--- src/hw/rtl/mh64_pkg.sv ---
// ----------------------------------------------------------------------------
// mh64_pkg: shared types and constants for the 64-bit Murmur byte hash
// Multiplier constant, operation codes, controller/datapath interface structs.
// ----------------------------------------------------------------------------
package mh64_pkg;

  localparam logic [31:0] MUR_MUL_HI = 32'hc6a4a793;
  localparam logic [31:0] MUR_MUL_LO = 32'h5bd1e995;
  localparam int          MUR_SHIFT  = 47;
  localparam logic [3:0]  WORD_BYTES = 4'd8;

  // datapath operation codes; each one is a single multiply by the constant
  localparam logic [2:0] OP_INIT = 3'd0;  // h = seed ^ (len * M)
  localparam logic [2:0] OP_PRE1 = 3'd1;  // x = xs47(x * M)
  localparam logic [2:0] OP_PRE2 = 3'd2;  // x = x * M
  localparam logic [2:0] OP_FOLD = 3'd3;  // h = (h ^ x) * M
  localparam logic [2:0] OP_FIN  = 3'd4;  // out = xs47(xs47(h) * M)

  typedef struct packed {
    logic       accept;     // take the input transaction
    logic       mul_start;  // capture partial products
    logic       wb;         // sum partials and write back
    logic [2:0] op;
  } mh64_cmd_t;

  typedef struct packed {
    logic in_first;   // flags of the word on the input port
    logic in_full;
    logic in_nz;
    logic in_last;
    logic full;       // flags of the word held in the datapath
    logic nz;
    logic last;
    logic out_free;   // result register can take a new hash
  } mh64_status_t;

endpackage

--- src/hw/rtl/mh64_ctrl.sv ---
// ----------------------------------------------------------------------------
// mh64_ctrl: sequencer for the Murmur hash datapath
// Steps one word through its multiplies, each a capture state and a write-back state.
// ----------------------------------------------------------------------------
module mh64_ctrl (
  input  logic                  clk,
  input  logic                  rst,
  input  logic                  in_valid,
  output logic                  in_ready,
  input  mh64_pkg::mh64_status_t status,
  output mh64_pkg::mh64_cmd_t    cmd
);
  import mh64_pkg::*;

  localparam logic [3:0] ST_IDLE   = 4'd0;
  localparam logic [3:0] ST_INIT_A = 4'd1;
  localparam logic [3:0] ST_INIT_B = 4'd2;
  localparam logic [3:0] ST_PRE1_A = 4'd3;
  localparam logic [3:0] ST_PRE1_B = 4'd4;
  localparam logic [3:0] ST_PRE2_A = 4'd5;
  localparam logic [3:0] ST_PRE2_B = 4'd6;
  localparam logic [3:0] ST_FOLD_A = 4'd7;
  localparam logic [3:0] ST_FOLD_B = 4'd8;
  localparam logic [3:0] ST_FIN_A  = 4'd9;
  localparam logic [3:0] ST_FIN_B  = 4'd10;

  logic [3:0] state;
  logic [3:0] state_next;

  // work left once the starting hash is set up
  function automatic logic [3:0] after_init(input logic full, input logic nz,
                                            input logic last);
    logic [3:0] s;
    if (full) begin
      s = ST_PRE1_A;
    end else if (nz) begin
      s = ST_FOLD_A;
    end else if (last) begin
      s = ST_FIN_A;
    end else begin
      s = ST_IDLE;
    end
    return s;
  endfunction

  assign in_ready = (state == ST_IDLE);

  always_comb begin
    cmd        = '0;
    cmd.op     = OP_INIT;
    state_next = state;
    case (state)
      ST_IDLE: begin
        cmd.accept = in_valid;
        if (in_valid) begin
          state_next = status.in_first ? ST_INIT_A
                     : after_init(status.in_full, status.in_nz, status.in_last);
        end
      end
      ST_INIT_A: begin
        cmd.mul_start = 1'b1;
        state_next    = ST_INIT_B;
      end
      ST_INIT_B: begin
        cmd.wb     = 1'b1;
        state_next = after_init(status.full, status.nz, status.last);
      end
      ST_PRE1_A: begin
        cmd.op        = OP_PRE1;
        cmd.mul_start = 1'b1;
        state_next    = ST_PRE1_B;
      end
      ST_PRE1_B: begin
        cmd.op     = OP_PRE1;
        cmd.wb     = 1'b1;
        state_next = ST_PRE2_A;
      end
      ST_PRE2_A: begin
        cmd.op        = OP_PRE2;
        cmd.mul_start = 1'b1;
        state_next    = ST_PRE2_B;
      end
      ST_PRE2_B: begin
        cmd.op     = OP_PRE2;
        cmd.wb     = 1'b1;
        state_next = ST_FOLD_A;
      end
      ST_FOLD_A: begin
        cmd.op        = OP_FOLD;
        cmd.mul_start = 1'b1;
        state_next    = ST_FOLD_B;
      end
      ST_FOLD_B: begin
        cmd.op     = OP_FOLD;
        cmd.wb     = 1'b1;
        state_next = status.last ? ST_FIN_A : ST_IDLE;
      end
      ST_FIN_A: begin
        cmd.op        = OP_FIN;
        cmd.mul_start = 1'b1;
        state_next    = ST_FIN_B;
      end
      ST_FIN_B: begin
        // hold the partials until the result register frees up
        cmd.op = OP_FIN;
        if (status.out_free) begin
          cmd.wb     = 1'b1;
          state_next = ST_IDLE;
        end
      end
      default: begin
        state_next = ST_IDLE;
      end
    endcase
  end

  always_ff @(posedge clk) begin
    if (rst) begin
      state <= ST_IDLE;
    end else begin
      state <= state_next;
    end
  end

endmodule

--- src/hw/rtl/mh64_datapath.sv ---
// ----------------------------------------------------------------------------
// mh64_datapath: Murmur hash registers and shared constant multiplier
// 64x64 constant multiply split into three 32x32 partials, summed at write-back.
// ----------------------------------------------------------------------------
module mh64_datapath (
  input  logic                   clk,
  input  logic                   rst,
  input  mh64_pkg::mh64_cmd_t    cmd,
  output mh64_pkg::mh64_status_t status,
  input  logic                   cfg_we,
  input  logic [63:0]            cfg_wdata,
  input  logic [63:0]            data_word,
  input  logic [3:0]             valid_bytes,
  input  logic                   first_word,
  input  logic                   last_word,
  input  logic [31:0]            message_length,
  output logic                   out_valid,
  input  logic                   out_ready,
  output logic [63:0]            hash_value
);
  import mh64_pkg::*;

  logic [63:0] seed;
  logic [63:0] running_hash;
  logic [63:0] x;
  logic [31:0] len;
  logic        full, nz, last;
  logic [63:0] p_ll;
  logic [31:0] p_lh;
  logic [31:0] p_hl;

  logic        in_full;
  logic [63:0] in_masked;
  logic [63:0] opnd;
  logic [63:0] ll_prod;
  logic [31:0] lh_prod;
  logic [31:0] hl_prod;
  logic [63:0] prod;

  function automatic logic [63:0] xs47(input logic [63:0] v);
    return v ^ (v >> MUR_SHIFT);
  endfunction

  assign in_full = (valid_bytes >= WORD_BYTES);

  // keep only the valid low bytes of a short word
  always_comb begin
    for (int i = 0; i < 8; i++) begin
      in_masked[8*i +: 8] = (in_full || (4'(i) < valid_bytes)) ? data_word[8*i +: 8]
                                                               : 8'h00;
    end
  end

  always_comb begin
    case (cmd.op)
      OP_INIT: opnd = {32'b0, len};
      OP_FOLD: opnd = running_hash ^ x;
      OP_FIN:  opnd = xs47(running_hash);
      default: opnd = x;
    endcase
  end

  // a*M mod 2^64 = aL*ML + ((aL*MH + aH*ML) << 32)
  assign ll_prod = opnd[31:0] * MUR_MUL_LO;
  assign lh_prod = opnd[31:0] * MUR_MUL_HI;
  assign hl_prod = opnd[63:32] * MUR_MUL_LO;
  assign prod    = p_ll + {p_lh + p_hl, 32'b0};

  always_ff @(posedge clk) begin
    if (cmd.mul_start) begin
      p_ll <= ll_prod;
      p_lh <= lh_prod;
      p_hl <= hl_prod;
    end
    if (cmd.accept) begin
      x     <= in_masked;
      len   <= message_length;
      full  <= in_full;
      nz    <= (valid_bytes != 4'd0);
      last  <= last_word;
    end
    if (cmd.wb) begin
      case (cmd.op)
        OP_PRE1: x <= xs47(prod);
        OP_PRE2: x <= prod;
        OP_FIN:  hash_value <= xs47(prod);
        default: ;
      endcase
    end
  end

  always_ff @(posedge clk) begin
    if (rst) begin
      seed         <= '0;
      running_hash <= '0;
      out_valid    <= 1'b0;
    end else begin
      if (cfg_we) begin
        seed <= cfg_wdata;
      end
      // a new hash replaces one taken at the same edge
      if (cmd.wb && cmd.op == OP_FIN) begin
        out_valid <= 1'b1;
      end else if (out_valid && out_ready) begin
        out_valid <= 1'b0;
      end
      if (cmd.wb) begin
        case (cmd.op)
          OP_INIT: running_hash <= seed ^ prod;
          OP_FOLD: running_hash <= prod;
          default: ;
        endcase
      end
    end
  end

  always_comb begin
    status.in_first = first_word;
    status.in_full  = in_full;
    status.in_nz    = (valid_bytes != 4'd0);
    status.in_last  = last_word;
    status.full     = full;
    status.nz       = nz;
    status.last     = last;
    status.out_free = !out_valid || out_ready;
  end

endmodule

--- src/hw/rtl/murmur2_64_byte_hash_core.sv ---
// ----------------------------------------------------------------------------
// murmur2_64_byte_hash_core: 64-bit Murmur hash of a streamed byte message
// Per word: an accept step, then a capture and a sum step per constant multiply
//   on the shared multiplier: +1 multiply for a first word, +3 for a full
//   word, +1 for a tail, +1 for a last word.
// Result: registered, out_valid is set by the finalize write-back.
// Reset (rst, synchronous): controller idle, seed and running hash zero.
// ----------------------------------------------------------------------------
module murmur2_64_byte_hash_core (
  input  logic        clk,
  input  logic        rst,
  // configuration: seed register
  input  logic        cfg_we,
  input  logic [63:0] cfg_wdata,
  // input transactions
  input  logic        in_valid,
  output logic        in_ready,
  input  logic [63:0] data_word,
  input  logic [3:0]  valid_bytes,
  input  logic        first_word,
  input  logic        last_word,
  input  logic [31:0] message_length,
  // result transactions
  output logic        out_valid,
  input  logic        out_ready,
  output logic [63:0] hash_value
);
  import mh64_pkg::*;

  // Controller walks each word through its multiply sequence:
  //   first word   : init (h = seed ^ len*M)
  //   full word    : premix (two multiplies), then fold
  //   tail 1..7    : fold of the masked bytes
  //   last word    : finalize into the result register
  // Each multiply is a capture step (three 32x32 partials) and a sum step
  // with write-back. Only one word is in flight at a time.
  mh64_cmd_t    cmd;
  mh64_status_t status;

  mh64_ctrl u_ctrl (
    .clk      (clk),
    .rst      (rst),
    .in_valid (in_valid),
    .in_ready (in_ready),
    .status   (status),
    .cmd      (cmd)
  );

  // Datapath holds the seed, the running hash, the premix word and the
  // result register; the result register lets the finalize step wait
  // until a pending hash has been taken.
  mh64_datapath u_dp (
    .clk            (clk),
    .rst            (rst),
    .cmd            (cmd),
    .status         (status),
    .cfg_we         (cfg_we),
    .cfg_wdata      (cfg_wdata),
    .data_word      (data_word),
    .valid_bytes    (valid_bytes),
    .first_word     (first_word),
    .last_word      (last_word),
    .message_length (message_length),
    .out_valid      (out_valid),
    .out_ready      (out_ready),
    .hash_value     (hash_value)
  );

  // one word at a time: a transaction with work to do closes the input side
  // (an empty word that neither starts nor ends a message is done at once)
  a_one_in_flight: assert property (@(posedge clk) disable iff (rst)
    in_valid && in_ready && (status.in_first || status.in_nz || status.in_last)
    |=> !in_ready)
    else $error("input accepted while a word is still in progress");

  // every partial-product capture is followed by the write-back state of the same operation
  a_mul_pairs: assert property (@(posedge clk) disable iff (rst)
    cmd.mul_start |=> (cmd.wb || cmd.op == OP_FIN) && cmd.op == $past(cmd.op))
    else $error("multiply capture not followed by its write-back");

  // a new result comes only from a finalize write-back
  a_result_source: assert property (@(posedge clk) disable iff (rst)
    $rose(out_valid) |-> $past(cmd.wb && cmd.op == OP_FIN))
    else $error("result raised without finalize");

endmodule

--- config.mk ---
export PLATFORM = sky130hd
export DESIGN_NAME = murmur2_64_byte_hash_core
export DESIGN_NICKNAME = d
export VERILOG_FILES = /design/src/hw/rtl/mh64_pkg.sv /design/src/hw/rtl/mh64_ctrl.sv /design/src/hw/rtl/mh64_datapath.sv /design/src/hw/rtl/murmur2_64_byte_hash_core.sv
export SDC_FILE = /design/constraint.sdc
export NUM_CORES = 2
export LEC_CHECK = 0
export CELL_PAD_IN_SITES_DETAIL_PLACEMENT = 1
export CELL_PAD_IN_SITES_GLOBAL_PLACEMENT = 1
export CORE_MARGIN = 5
export CORE_UTILIZATION = 53
export DETAILED_ROUTE_END_ITERATION = 8
export DONT_BUFFER_PORTS = 1
export PLACE_DENSITY_LB_ADDON = 0.25
export SYNTH_ARGS = -nofsm -noshare
export SYNTH_HDL_FRONTEND = slang
export SYNTH_HIERARCHICAL = 1
export SYNTH_SLANG_ARGS = --single-unit
--- constraint.sdc ---
create_clock -name clk -period 13.55 [get_ports clk]
set_input_delay 0 -clock clk [delete_from_list [all_inputs] [get_ports clk]]
set_output_delay 0 -clock clk [all_outputs]
set_load 0.02 [all_outputs]
After elaboration in Yosys (flattened, before gate mapping)
Index checks and enable logic that the tools add are counted.
W data, S select, Z words.
{ "totals": {"elab_cells": 103, "reg_bits": 423, "in_bits": 171, "output_inout_bits": 66} }
{ "op_classes": {"multipliers": 3, "n_reduce_logical": 26, "mux": 30, "eq_ne": 16, "bitwise": 4, "n_addsub": 2, "order_cmp": 9} }
{ "op_table": {"columns": ["operator", "n"], "rows": [
  ["$pmux W64 S2", 2],
  ["$pmux W64 S3", 1],
  ["$mux W64", 2],
  ["$xor A64 B17 Y64", 2],
  ["$xor A64 B64 Y64", 2],
  ["$add A63 B64 Y64", 1],
  ["$mul A32 B31 Y32 const B", 2],
  ["$mux W8", 8],
  ["$mul A32 B31 Y63 const B", 1],
  ["$pmux W4 S11", 1],
  ["$mux W4", 9],
  ["$add A32 B32 Y32", 1],
  ["$eq A4 B3 Y1 const B", 4],
  ["$lt A3 B4 Y1 const A", 4],
  ["$eq A4 B4 Y1 const B", 3],
  ["$pmux W3 S4", 1],
  ["$logic_or A1 B1 Y1", 9],
  ["$eq A4 B2 Y1 const B", 2],
  ["$lt A1 B4 Y1 const A", 2],
  ["$lt A2 B4 Y1 const A", 2],
  ["$reduce_or A2 Y1", 4],
  ["$eq A3 B2 Y1 const B", 2],
  ["$reduce_and A2 Y1", 3],
  ["$mux W1", 5],
  ["other kinds (14)", 17]
]} }

Longest topological paths before layout
{ "logic_depth": {"word_depth": 6, "ltp_mapped": 43, "depth_no_buf": 36} }

Hierarchy
Netlist, hierarchy kept.
{ "by_module_without_submodules": {"columns": ["module", "instances", "cells_per_inst", "area_per_inst_um2", "seq_area_each_um2"], "rows": [
  ["mh64_datapath", 1, 5611, 55164.2, 10620.2],
  ["mh64_ctrl", 1, 64, 469.2, 80.1]
]} }

Worst setup path before layout
No wires, ideal clock.
{ "synth_path": {"path_type": "register -> register", "from": "register u_ctrl.state[1]", "to": "register u_dp.p_ll[58] (data pin)", "path_buffers": 8, "arrival_ns": 9.458, "period_less_slack_ns": 9.729, "setup_slack_ns": 3.821, "stages_incl_launch_ff": 38, "setup_time_ns": 0.272, "required_time_ns": 13.278, "path_cell_list": "dfxtp_1 -> buf_6 -> nor2_1 -> mux2_2 -> and2_1 -> buf_2 -> nand2b_1 -> clkbuf_1 -> buf_2 -> clkbuf_1 -> clkbuf_1 -> buf_1 -> o22ai_1 -> nand2_1 -> nand3_1 -> inv_1 -> fa_1 -> fa_1 -> (+2 left out) -> fa_1 -> fa_1 -> fa_1 -> fa_1 -> inv_1 -> fa_1 -> inv_1 -> ha_1 -> clkbuf_1 -> o21ai_0 -> a211oi_1 -> o211ai_1 -> a21oi_1 -> nand3_1 -> a21boi_2 -> o31ai_4 -> and4b_1 -> or4b_1"} }
{ "synth_rtl": {"columns": ["item", "line", "text"], "rows": [
  ["start, declared", "mh64_ctrl.sv:27", "logic [3:0] state;"],
  ["start signal, assigned", "mh64_ctrl.sv:121", "state <= state_next;"],
  ["end signal, assigned", "mh64_datapath.sv:71", "p_ll <= ll_prod;"],
  ["end, declared", "mh64_datapath.sv:28", "logic [63:0] p_ll;"]
]} }

==> Flow_metrics.wiki <==
{| class="wikitable"
! Metric !! Value
|-
| Run status || finished, violations left
|-
| Violations in the final reports || capacitance limit
|-
| Die Height || ~330 microns
|-
| # H-tree levels || 2
|-
| Drt total wl || 219 mm
|-
| Maximum single-stage delay on the critical path || roughly 0.74 ns
|-
| Clock buffer count from CTS || 50
|-
| Max Clk Rate || just over 80 MHz
|-
| Cells after synthesis || 5675
|-
| Yosys Warn Count || 6
|-
| Quantity of hold-fixing buffers added after cts || roughly 260
|-
| Path type of the worst min-delay path || input pin to flop
|-
| Per-instance average area after synthesis || approximately 9.8 sq um
|-
| Type of origin of the critical path || flop
|-
| Count of endpoints failing hold in the final timing report || 0
|-
| Final count of negative-setup-slack endpoints || 0
|-
| Worst-path clk slew || 0.07 ns
|-
| Leading cell type in the layout, fill and taps excluded || inv_1
|-
| Synthesized area || about 56000 sq um
|-
| Clock tree from TritonCTS || done
|-
| Number of antenna violations at the first check in global routing || 15
|-
| Via count || 44500
|-
| 1st-pass router iterations || 6
|-
| Most used cells in the layout excluding fill and tap cells || inv_1 (1301), ha_1 (873), fa_1 (764)
|-
| Routed Antenna Nets || 0
|-
| First-pass GRT wire length || between 300 and 400 mm
|-
| 1st-iter DRT viols || a little under 4000
|-
| Post-route cell area || ~62000 sq um
|-
| Number of buffers added for setup after CTS || 0
|-
| Number of enable-type register cells in the synthesized netlist || around 230
|-
| Setup repair after global routing missed its margin || false
|-
| Worst Max-Slew Pin Slew || 1.50 ns
|-
| Count of cells resized by post-cts repair || 0
|-
| Number of I/O port buffers || 0
|-
| Area delta synth->final || 11.3%
|-
| Total die area || between 100000 and 150000 sq um
|-
| Primary FF master, synth || edfxtp_1
|-
| Critical Path Start || u_ctrl/state[3]$_SDFFE_PP0P_
|-
| Routability cong. || between 1 and 1.5
|-
| Crit path arrival time || roughly 12 ns
|-
| Crit end category || flop
|-
| Num Clock Sinks || approximately 420
|-
| Effective utilization at floorplan || a little over half
|-
| Total routing resource utilization after global routing || 39.1%
|-
| Worst Path Max Fanout || 18
|-
| Remaining max-slew budget at the tightest pin || less than 1%
|-
| Total number of placement rows || between 100 and 150
|-
| Required time at the endpoint of the critical path || between 10 and 15 ns
|-
| Area of placed instances || approximately 58000 sq um
|-
| Total Neg Setup Slack || 0 ns
|-
| Crit path kind || flop to flop
|-
| Proportion of layout cells with a drive suffix above 1 || 3.75%
|-
| Die width || 334 microns
|-
| Max clock buf depth || 3
|-
| Depth of the worst register-to-register path || 36
|-
| Most common cell type on the critical path || inv_1
|-
| Post-route clock period utilization || 88.9%
|-
| Slowest CP cell || dfxtp_1
|-
| Largest net degree at the start of global routing || ~130
|-
| Via count normalized by instance count || 6.06
|-
| Clock latency reported for the late side of the worst-skew pair || approximately 0.7 ns
|-
| Syn nets || approximately 7500
|-
| HPWL Detailed || approximately 170 mm
|-
| Yosys reg bits || between 400 and 500
|-
| Async set-reset flop share out of synthesis || 0%
|-
| Number of global-route vias before repair || between 40000 and 50000
|-
| Worst flop-to-flop path startpoint || u_ctrl/state[3]$_SDFFE_PP0P_
|-
| Clock skew after layout || about 0.048 ns
|-
| Leftover overflow at the end of global routing || 0
|-
| Post-layout minimum cycle time || about 12 ns
|-
| Number of max-slew violations in the final report || 0
|-
| Remaining routing DRC violations || 0
|-
| Register area share after synthesis || between 10% and 20%
|-
| Number of distinct library cell variants in the gate-level netlist after synthesis || between 90 and 100
|-
| Library cell used as clock root buffer || clkbuf_16
|-
| Number of nets in the layout || between 7000 and 8000
|-
| Endpoint of the worst setup timing path || u_dp/p_ll[58]$_DFFE_PP_
|-
| Total I/O pin count || between 200 and 250
|-
| FF-to-FF End || u_dp/p_ll[58]$_DFFE_PP_
|-
| Number of max-capacitance violations reported || 1
|-
| Floorplan core area || a little over 100000 sq um
|-
| Detail-routed net length per standard cell || between 20 and 30 microns
|-
| Setup slack, reg-to-reg || ~1.5 ns
|}
[per-layer routing]
layer	global-route usage, %	wire length, microns	part of all wire (%)	vias to the layer above
met2	64.2	102000	46	2212
met1	47.1	81300	37	22700
li1	-	-	-	18900
met3	8.48	18400	8.4	742
met5	0	46	0.021	-
met4	24.4	17600	8.0	8
[critical path: cells and delay by family, from the launching register on]
kind	cells	cell delay (ns)
flip-flops	1	0.74
buffers and inverters	10	1.70
AO/OA/AOI/OAI	6	1.48
AND/OR/NAND/NOR	10	2.95
adder cells (fa/ha/maj)	9	4.26
multiplexers	1	0.58
[sequential cells by signal, summed over array words and instances (netlist names), 32 cells and up]
signal	flops
u_dp/seed	64
u_dp/hash_value	64
u_dp/p_ll	62
u_dp/running_hash	64
u_dp/x	64
u_dp/len	32
u_dp/p_lh	32
u_dp/p_hl	32
[worst min path at each step]
stage / depth (start not counted) / to / slack (ns) / from
6_report: 1 / u_dp/len[27]$_DFFE_PP_ / 0.02 / message_length[27]
5_1_grt: 1 / u_dp/len[27]$_DFFE_PP_ / 0.004 / message_length[27]
4_1_cts: 1 / u_dp/len[27]$_DFFE_PP_ / 0.000002 / message_length[27]
3_5_place_dp: 1 / u_dp/out_valid$_SDFFE_PP0P_ / 0.08 / rst
3_3_place_gp: 1 / u_dp/seed[32]$_SDFFE_PP0P_ / 0.09 / rst
2_1_floorplan: 0 / u_dp/last$_DFFE_PP_ / 0.1 / last_word
[Yosys cell counts, drive strengths merged (83+ instances only)]
library cell / n / area (sq um)
ha: 873 / 10900
fa: 764 / 15300
nor2: 375 / 1410
inv: 1304 / 4890
edfxtp: 225 / 6760
xnor2: 204 / 1800
a21o: 83 / 623
clkbuf: 124 / 465
o21ai: 224 / 1120
a21oi: 200 / 1000
xor2: 104 / 911
nand2: 237 / 892
dfxtp: 197 / 3940
[cell type report]
type / instances / area (sq um)
diodes: 13 / 32.5
clock buffers: 67 / 1420
clock inverters: 27 / 364
fillers: 11500 / 42000
inverters: 1306 / 4910
multi-input cells: 3804 / 39600
flip-flops and latches: 422 / 10700
well taps: 1380 / 1730
repair buffers: 327 / 3120
[per-stage QoR]
| stage | setup WS (ns) | util [%] | hold slack, ns | cells |
|---|---|---|---|---|
| final | 1.51 | 59.6 | 0.0205 | 7346 |
| after detailed placement | 2.15 | 55.3 | 0.0831 | 6984 |
| after global routing | 1.38 | 59.5 | 0.00379 | 7336 |
| after CTS | 2.12 | 59.5 | 0.00000211 | 7333 |
| after floorplan | 3.82 | - | 0.0989 | 5675 |
| after global placement | 2.38 | 55.3 | 0.0888 | 6984 |
[cells by family (layout without fill, tap and decap cells)]
family | after synthesis | after routing | synth area share [%]
xor+xnor | 308 | 308 | 4.88
fa+ha+maj | 1637 | 1637 | 47.1
buf+inv | 1449 | 1727 | 9.88
other cells | 0 | 13 | 0
flops | 422 | 422 | 19.2
simple gates | 911 | 911 | 7.41
compound gates | 883 | 883 | 10.3
mux | 65 | 65 | 1.17
Power is not shown: default switching activity piles up to over one toggle a cycle in this logic, so the estimate is an artifact.
